[src/design/fpa_pkg.sv]
// fpa_pkg: constants, codes, command/status structs and width helpers
// shared by the fit partition allocator controller, datapath and top level
`timescale 1ns / 1ps

package fpa_pkg;

  localparam int BLOCKS     = 16;
  localparam int SIZE_BITS  = 16;
  localparam int IDX_BITS   = (BLOCKS > 1) ? $clog2(BLOCKS) : 1;
  localparam int CNT_BITS   = $clog2(BLOCKS + 1);

  localparam int AMOUNT_W   = 16;
  localparam int SLOT_W     = 4;
  localparam int STATUS_W   = 2;
  localparam int BLK_W      = 4;
  localparam int LEFT_W     = 16;
  localparam int MODE_W     = 2;
  localparam int ACTIVE_W   = 5;
  localparam int CFG_IDX_W  = 1;
  localparam int CFG_DATA_W = 5;

  localparam logic [CFG_IDX_W-1:0] REG_FIT_MODE = 1'd0;
  localparam logic [CFG_IDX_W-1:0] REG_ACTIVE   = 1'd1;

  localparam logic [MODE_W-1:0] MODE_FIRST = 2'd0;
  localparam logic [MODE_W-1:0] MODE_BEST  = 2'd1;
  localparam logic [MODE_W-1:0] MODE_WORST = 2'd2;

  localparam logic [STATUS_W-1:0] ST_LOAD  = 2'd0;
  localparam logic [STATUS_W-1:0] ST_ALLOC = 2'd1;
  localparam logic [STATUS_W-1:0] ST_NONE  = 2'd2;

  localparam logic OP_LOAD  = 1'b0;
  localparam logic OP_ALLOC = 1'b1;

  localparam logic [ACTIVE_W-1:0] ACTIVE_RESET = 5'd16;

  typedef struct packed {
    logic load;
    logic start;
    logic issue;
    logic write;
    logic out_load;
  } fpa_cmd_t;

  typedef struct packed {
    logic count_zero;
    logic scan_last;
    logic out_free;
  } fpa_stat_t;

  function automatic logic [SIZE_BITS-1:0] to_size(input logic [AMOUNT_W-1:0] a);
    logic [SIZE_BITS+AMOUNT_W-1:0] t;
    t = {{SIZE_BITS{1'b0}}, a};
    return t[SIZE_BITS-1:0];
  endfunction

  function automatic logic [LEFT_W-1:0] to_left(input logic [SIZE_BITS-1:0] s);
    logic [SIZE_BITS+LEFT_W-1:0] t;
    t = {{LEFT_W{1'b0}}, s};
    return t[LEFT_W-1:0];
  endfunction

  function automatic logic [IDX_BITS-1:0] to_idx(input logic [SLOT_W-1:0] s);
    logic [IDX_BITS+SLOT_W-1:0] t;
    t = {{IDX_BITS{1'b0}}, s};
    return t[IDX_BITS-1:0];
  endfunction

  function automatic logic [BLK_W-1:0] to_blk(input logic [IDX_BITS-1:0] i);
    logic [IDX_BITS+BLK_W-1:0] t;
    t = {{BLK_W{1'b0}}, i};
    return t[BLK_W-1:0];
  endfunction

  // free size at least the request, compared at full width of both
  function automatic logic fits(input logic [SIZE_BITS-1:0] s,
                                input logic [AMOUNT_W-1:0] a);
    logic [SIZE_BITS+AMOUNT_W-1:0] ws;
    logic [SIZE_BITS+AMOUNT_W-1:0] wa;
    ws = {{AMOUNT_W{1'b0}}, s};
    wa = {{SIZE_BITS{1'b0}}, a};
    return ws >= wa;
  endfunction

endpackage

[src/design/fpa_ctrl.sv]
// fpa_ctrl: sequencing state machine of the allocator
// depends on fpa_pkg for the command and status structs
`timescale 1ns / 1ps

module fpa_ctrl (
  input  logic              clk,
  input  logic              rst,
  input  logic              in_valid,
  output logic              in_ready,
  input  logic              op,
  input  fpa_pkg::fpa_stat_t stat,
  output fpa_pkg::fpa_cmd_t  cmd
);

  localparam logic [2:0] S_IDLE  = 3'd0;
  localparam logic [2:0] S_SCAN  = 3'd1;
  localparam logic [2:0] S_DRAIN = 3'd2;
  localparam logic [2:0] S_WRITE = 3'd3;
  localparam logic [2:0] S_DONE  = 3'd4;

  logic [2:0] state;
  logic [2:0] state_next;

  assign in_ready = (state == S_IDLE);

  always_comb begin
    state_next   = state;
    cmd          = '0;
    case (state)
      S_IDLE: begin
        if (in_valid) begin
          if (op == fpa_pkg::OP_LOAD) begin
            cmd.load   = 1'b1;
            state_next = S_DONE;
          end else begin
            cmd.start  = 1'b1;
            state_next = stat.count_zero ? S_WRITE : S_SCAN;
          end
        end
      end
      S_SCAN: begin
        cmd.issue = 1'b1;
        if (stat.scan_last) begin
          state_next = S_DRAIN;
        end
      end
      S_DRAIN: begin
        state_next = S_WRITE;
      end
      S_WRITE: begin
        cmd.write  = 1'b1;
        state_next = S_DONE;
      end
      S_DONE: begin
        if (stat.out_free) begin
          cmd.out_load = 1'b1;
          state_next   = S_IDLE;
        end
      end
      default: begin
        state_next = S_IDLE;
      end
    endcase
  end

  always_ff @(posedge clk) begin
    if (rst) begin
      state <= S_IDLE;
    end else begin
      state <= state_next;
    end
  end

endmodule

[src/design/fpa_datapath.sv]
// fpa_datapath: config registers, free size memory, scan compare,
// result and output registers; depends on fpa_pkg
`timescale 1ns / 1ps

module fpa_datapath (
  input  logic                                clk,
  input  logic                                rst,
  input  logic                                cfg_valid,
  output logic                                cfg_ready,
  input  logic [fpa_pkg::CFG_IDX_W-1:0]       cfg_index,
  input  logic [fpa_pkg::CFG_DATA_W-1:0]      cfg_data,
  input  logic [fpa_pkg::SLOT_W-1:0]          block_slot,
  input  logic [fpa_pkg::AMOUNT_W-1:0]        amount,
  input  fpa_pkg::fpa_cmd_t                   cmd,
  output fpa_pkg::fpa_stat_t                  stat,
  input  logic                                out_ready,
  output logic                                out_valid,
  output logic [fpa_pkg::STATUS_W-1:0]        status,
  output logic [fpa_pkg::BLK_W-1:0]           chosen_block,
  output logic [fpa_pkg::LEFT_W-1:0]          left_over
);

  logic [fpa_pkg::MODE_W-1:0]    fit_mode;
  logic [fpa_pkg::ACTIVE_W-1:0]  active_blocks;

  logic [fpa_pkg::SIZE_BITS-1:0] mem [fpa_pkg::BLOCKS];
  logic [fpa_pkg::SIZE_BITS-1:0] rd_data;
  logic                          rd_vld;
  logic [fpa_pkg::IDX_BITS-1:0]  rd_idx;

  logic [fpa_pkg::CNT_BITS-1:0]  scan_cnt;
  logic [fpa_pkg::CNT_BITS-1:0]  scan_cnt_inc;
  logic [fpa_pkg::CNT_BITS-1:0]  cnt_lim;
  logic [fpa_pkg::CNT_BITS-1:0]  cnt_lim_next;
  logic [fpa_pkg::IDX_BITS-1:0]  scan_idx;

  logic [fpa_pkg::AMOUNT_W-1:0]  req;
  logic                          found;
  logic [fpa_pkg::IDX_BITS-1:0]  pick;
  logic [fpa_pkg::SIZE_BITS-1:0] best;
  logic                          take;
  logic [fpa_pkg::SIZE_BITS-1:0] left_new;
  logic                          slot_ok;

  logic [fpa_pkg::STATUS_W-1:0]  res_status;
  logic [fpa_pkg::BLK_W-1:0]     res_blk;
  logic [fpa_pkg::LEFT_W-1:0]    res_left;

  assign cfg_ready = 1'b1;

  always_ff @(posedge clk) begin
    if (rst) begin
      fit_mode      <= fpa_pkg::MODE_FIRST;
      active_blocks <= fpa_pkg::ACTIVE_RESET;
    end else if (cfg_valid) begin
      case (cfg_index)
        fpa_pkg::REG_FIT_MODE: fit_mode      <= cfg_data[fpa_pkg::MODE_W-1:0];
        fpa_pkg::REG_ACTIVE:   active_blocks <= cfg_data[fpa_pkg::ACTIVE_W-1:0];
        default: begin
        end
      endcase
    end
  end

  // active count saturated to the table depth
  always_comb begin
    if (32'(active_blocks) > 32'(fpa_pkg::BLOCKS)) begin
      cnt_lim_next = fpa_pkg::CNT_BITS'(fpa_pkg::BLOCKS);
    end else begin
      cnt_lim_next = fpa_pkg::CNT_BITS'(active_blocks);
    end
  end

  assign scan_cnt_inc = scan_cnt + fpa_pkg::CNT_BITS'(1);
  assign scan_idx     = scan_cnt[fpa_pkg::IDX_BITS-1:0];
  assign slot_ok      = 32'(block_slot) < 32'(fpa_pkg::BLOCKS);
  assign left_new     = best - fpa_pkg::to_size(req);

  assign stat.count_zero = (active_blocks == '0);
  assign stat.scan_last  = (scan_cnt_inc == cnt_lim);
  assign stat.out_free   = !out_valid || out_ready;

  // strict compares keep the lowest index on ties
  always_comb begin
    take = 1'b0;
    if (rd_vld && fpa_pkg::fits(rd_data, req)) begin
      if (!found) begin
        take = 1'b1;
      end else if (fit_mode == fpa_pkg::MODE_BEST) begin
        take = (rd_data < best);
      end else if (fit_mode == fpa_pkg::MODE_WORST) begin
        take = (rd_data > best);
      end
    end
  end

  always_ff @(posedge clk) begin
    if (cmd.load && slot_ok) begin
      mem[fpa_pkg::to_idx(block_slot)] <= fpa_pkg::to_size(amount);
    end else if (cmd.write && found) begin
      mem[pick] <= left_new;
    end
    if (cmd.issue) begin
      rd_data <= mem[scan_idx];
    end
  end

  always_ff @(posedge clk) begin
    if (rst) begin
      rd_vld <= 1'b0;
      found  <= 1'b0;
    end else begin
      rd_vld <= cmd.issue;
      if (cmd.start) begin
        found <= 1'b0;
      end else if (take) begin
        found <= 1'b1;
      end
    end
  end

  always_ff @(posedge clk) begin
    if (cmd.issue) begin
      rd_idx   <= scan_idx;
      scan_cnt <= scan_cnt_inc;
    end
    if (cmd.start) begin
      req      <= amount;
      cnt_lim  <= cnt_lim_next;
      scan_cnt <= '0;
    end
    if (take) begin
      pick <= rd_idx;
      best <= rd_data;
    end
  end

  always_ff @(posedge clk) begin
    if (cmd.load) begin
      res_status <= fpa_pkg::ST_LOAD;
      res_blk    <= block_slot;
      res_left   <= slot_ok ? fpa_pkg::to_left(fpa_pkg::to_size(amount)) : '0;
    end else if (cmd.write) begin
      if (found) begin
        res_status <= fpa_pkg::ST_ALLOC;
        res_blk    <= fpa_pkg::to_blk(pick);
        res_left   <= fpa_pkg::to_left(left_new);
      end else begin
        res_status <= fpa_pkg::ST_NONE;
        res_blk    <= '0;
        res_left   <= '0;
      end
    end
  end

  always_ff @(posedge clk) begin
    if (rst) begin
      out_valid <= 1'b0;
    end else if (cmd.out_load) begin
      out_valid <= 1'b1;
    end else if (out_ready) begin
      out_valid <= 1'b0;
    end
  end

  always_ff @(posedge clk) begin
    if (cmd.out_load) begin
      status       <= res_status;
      chosen_block <= res_blk;
      left_over    <= res_left;
    end
  end

`ifndef SYNTH
  a_out_no_overwrite: assert property (@(posedge clk) disable iff (rst)
    cmd.out_load |-> (!out_valid || out_ready))
    else $error("result register overwritten while still pending");

  a_pick_in_range: assert property (@(posedge clk) disable iff (rst)
    found |-> (32'(pick) < 32'(cnt_lim)))
    else $error("picked block outside the active range");

  a_writeback_fits: assert property (@(posedge clk) disable iff (rst)
    (cmd.write && found) |-> fpa_pkg::fits(best, req))
    else $error("chosen block smaller than request");

  a_take_updates: assert property (@(posedge clk) disable iff (rst)
    (take && !cmd.start) |=> (found && pick == $past(rd_idx)))
    else $error("candidate not captured");
`endif

endmodule

[src/design/fit_partition_allocator.sv]
// fit_partition_allocator: top level joining controller and datapath
// depends on fpa_pkg, fpa_ctrl and fpa_datapath
// load: result register on acceptance, then output register once it is free;
// allocate: scans n active blocks (saturated to the table depth) one entry per cycle
// via the single read port of the free table, then drain, write-back, output;
// no scan if none are active; a new request is taken only once the result is output
// reset: fit mode first fit, 16 active blocks, no result pending; free
// sizes are unknown until loaded
`timescale 1ns / 1ps

module fit_partition_allocator (
  input  logic                           clk,
  input  logic                           rst,
  input  logic                           cfg_valid,
  output logic                           cfg_ready,
  input  logic [fpa_pkg::CFG_IDX_W-1:0]  cfg_index,
  input  logic [fpa_pkg::CFG_DATA_W-1:0] cfg_data,
  input  logic                           in_valid,
  output logic                           in_ready,
  input  logic                           op,
  input  logic [fpa_pkg::SLOT_W-1:0]     block_slot,
  input  logic [fpa_pkg::AMOUNT_W-1:0]   amount,
  output logic                           out_valid,
  input  logic                           out_ready,
  output logic [fpa_pkg::STATUS_W-1:0]   status,
  output logic [fpa_pkg::BLK_W-1:0]      chosen_block,
  output logic [fpa_pkg::LEFT_W-1:0]     left_over
);

  fpa_pkg::fpa_cmd_t  cmd;
  fpa_pkg::fpa_stat_t stat;

  fpa_ctrl u_ctrl (
    .clk      (clk),
    .rst      (rst),
    .in_valid (in_valid),
    .in_ready (in_ready),
    .op       (op),
    .stat     (stat),
    .cmd      (cmd)
  );

  fpa_datapath u_datapath (
    .clk          (clk),
    .rst          (rst),
    .cfg_valid    (cfg_valid),
    .cfg_ready    (cfg_ready),
    .cfg_index    (cfg_index),
    .cfg_data     (cfg_data),
    .block_slot   (block_slot),
    .amount       (amount),
    .cmd          (cmd),
    .stat         (stat),
    .out_ready    (out_ready),
    .out_valid    (out_valid),
    .status       (status),
    .chosen_block (chosen_block),
    .left_over    (left_over)
  );

endmodule

[config.mk]
export PLATFORM = sky130hd
export DESIGN_NAME = fit_partition_allocator
export DESIGN_NICKNAME = d
export VERILOG_FILES = /design/src/design/fpa_pkg.sv /design/src/design/fpa_ctrl.sv /design/src/design/fpa_datapath.sv /design/src/design/fit_partition_allocator.sv
export SDC_FILE = /design/constraint.sdc
export NUM_CORES = 1
export LEC_CHECK = 0
export BUFFER_PORTS_ARGS = -buffer_cell sky130_fd_sc_hd__buf_2
export CAP_MARGIN = 25
export CORE_ASPECT_RATIO = 1.1
export CORE_MARGIN = 8
export CORE_UTILIZATION = 62
export DETAILED_ROUTE_END_ITERATION = 10
export PLACE_DENSITY = 0.81
export REMOVE_ABC_BUFFERS = 1
export SLEW_MARGIN = 20
export SYNTH_ARGS = -nofsm -noshare
export SYNTH_HDL_FRONTEND = slang
export SYNTH_SLANG_ARGS = --single-unit
[constraint.sdc]
create_clock -name clk -period 4.8 [get_ports clk]
set_input_delay 0.24 -clock clk [delete_from_list [all_inputs] [get_ports clk]]
set_output_delay 0.24 -clock clk [all_outputs]
set_load 0.02 [all_outputs]
==> out/qor.csv <==
metric;value;unit
critical path arrival;3200;ps
Final WS setup;1820;ps
Antenna Nets Post-Route;0;
DR vias;8934;
maxcap violations;0;
filler cell count;1452;
Final Hold Vio Count;0;
Worst Hold Class;in -> reg;
Antenna Cells;0;
DP HPWL;21400;um
worst-case reg-to-reg path depth;6;
CTS root buf;clkbuf_16;
register area share after synthesis;0.702;
number of synthesized flops with an enable pin;359;
cts hold-fix bufs;20;
pwr dens;462;nW/um2
largest net degree at the start of global routing;71;
core area;25300;um2
post-placement cell count;1313;
Die Span X;169;um
synth unique cells;63;
TritonCTS Buffers;37;
Residual DRC;0;
std cell rows;61;
Synth Cell Area;15900;um2
first-pass GRT wire length;54800;um
WL/cell;25.8;um
CTS HTree Levels;2;
Initial Utilization;0.630;
run status;complete, no violations;
TritonCTS clock tree;done;
cts repair resizes;0;
layout cells sized above 1;0.224;
Hold Crit Start;block_slot[0];
post-synth top area cell;edfxtp_1;
Vert. Die Dim;184;um
min cycle time layout;2980;ps
design area;18200;um2
worst-margin pin slew;1040;ps
Crit Path Max Fanout;12;
CTS sink count;379;
Min-Delay Endpoint;u_datapath.res_blk[0]$_DFFE_PP_;
cell count after synthesis;917;
Routed WL;36200;um
number of vias per cell;6.37;
die area;31100;um2
number of I/O pins;57;
Worst EP required;5010;ps
Max VDD drop;0.314;mV
Core Util, Final;0.719;
Static Leakage;0.00628;uW
dpl cell area;16700;um2
CP Class;reg -> reg;
hold depth;3;
CP startpoint;u_ctrl.state[2]$_SDFFE_PP0P_;
Bufs on Longest Clock Path;3;
Post-CTS Setup Bufs;0;
vias in the first global route;8993;
DR pass1 iterations;5;
Yosys reg bits;379;
first-iteration detailed-routing DRC count;1043;
port buffer count;55;
syn_area_per_cell;17.4;um2
top post-synthesis cells by area;edfxtp_1 (68%), mux4_2 (11%), ha_1 (3.8%);
crit path launch type;register;
endpoints failing setup;0;
count leader, synth;edfxtp_1;
Slew HR;0.307;
Slew Viols, Final;0;
fmax;0.335;GHz
Area Overhead vs Synth;14.1;%
worst reg-to-reg setup slack;1820;ps
GPL Wtd Cong;0.900;
Synth top cells by count;edfxtp_1 (359), mux4_2 (80), nand2_1 (55), nor2_1 (55), ha_1 (48);
Worst-Skew Late Latency;520;ps
Final Cycle Share;0.622;
RSZ-0062 raised after global routing;no;
grt ovf;0;
YS warnings;0;
Async SR Flop Fraction;0;
antenna violations before repair;1;
setup TNS;0;ps
Top FF cell, synth;edfxtp_1;
worst slack, placed;1910;ps
FF-to-FF End;u_datapath.mem[5][12]$_DFFE_PP_;
area share of the largest cell type after synthesis;0.677;
Tot GR Track Use;0.238;
clock slew at reported path FFs;60;ps
clock skew;16.7;ps
nets;1108;
reg2reg start;u_ctrl.state[2]$_SDFFE_PP0P_;
Worst setup EP type;register;
fin cells;1402;
## layout make-up
class | count | area [um2] | area share
Clock inverter | 23 | 236 | 0.0130
Multi-Input combinational cell | 463 | 4430 | 0.244
Tap cell | 346 | 433 | 0.0238
Timing Repair Buffer | 106 | 724 | 0.0399
Clock buffer | 45 | 998 | 0.0550
Inverter | 40 | 150 | 0.00827
Sequential cell | 379 | 11200 | 0.616
## cells in the final DEF (no fill, tap or decap), types with 13 or more instances in the layout
cell type and n:
edfxtp_1 359, mux4_2 80, nand2_1 55, buf_2 55, nor2_1 53, ha_1 48
inv_1 40, clkbuf_16 39, a21oi_1 34, buf_4 29, dlygate4sd3_1 20, o21ai_0 19
dfxtp_1 18, nand3_1 15, nor2b_1 13, xor2_1 13
## stage by stage
stage | total power (uW) | hold slack [ps]
after floorplan | 5110 | 309
after global placement | 5460 | 401
after global routing | 8690 | 47.5
after detailed placement | 5490 | 405
final | 8400 | 45.2
after CTS | 8450 | 27.1
## per-layer routing
layer / track usage / share of wire
met2: 0.402 / 0.51
met3: 0.0464 / 0.096
met4: 0.0969 / 0.034
met1: 0.299 / 0.36
met5: 0 / 0.00036
## worst max-delay path: stages (launching register included)
cell	delay [ps]
dfxtp_1	440
nor3_2	310
nand3b_1	380
nand2_1	280
a31oi_1	200
nor2_1	730
buf_4	340
## power by group
group          leakage [uW]  switching, uW  internal, uW
clock network      0.000598           1190          1750
logic               0.00226            715           755
registers           0.00342            173          3810
total               0.00628           2080          6320
## sequential cells by signal, summed over array words and instances (netlist names), 5 cells and up
register / count
u_datapath.cnt_lim: 5
u_datapath.left_over: 16
u_datapath.mem: 256
u_datapath.rd_data: 16
u_datapath.req: 16
u_datapath.best: 16
u_datapath.active_blocks: 5
u_datapath.scan_cnt: 5
u_datapath.res_left: 16
## how the worst max path moves through the flow
stage	endpoint	slack (ps)	depth (start not counted)
floorplan	u_ctrl.state[0]$_SDFFE_PP0P_	440	7
detailed placement	u_datapath.mem[7][11]$_DFFE_PP_	1910	6
global placement	u_datapath.mem[7][13]$_DFFE_PP_	2000	6
CTS	u_datapath.mem[10][15]$_DFFE_PP_	1860	7
finish	u_datapath.mem[5][12]$_DFFE_PP_	1820	6
global route	u_datapath.mem[12][15]$_DFFE_PP_	1710	7
## logic make-up after synthesis
family	Yosys count	synth area share
adder cells (fa/ha/maj)	49	0.0390
AO/OA/AOI/OAI	121	0.0527
multiplexers	90	0.120
other	1	0.000236
buffers and inverters	75	0.0204
flip-flops	379	0.702
AND/OR/NAND/NOR	182	0.0546
XOR/XNOR	20	0.0110
No activity file was read; power rests on OpenSTA's default activity.
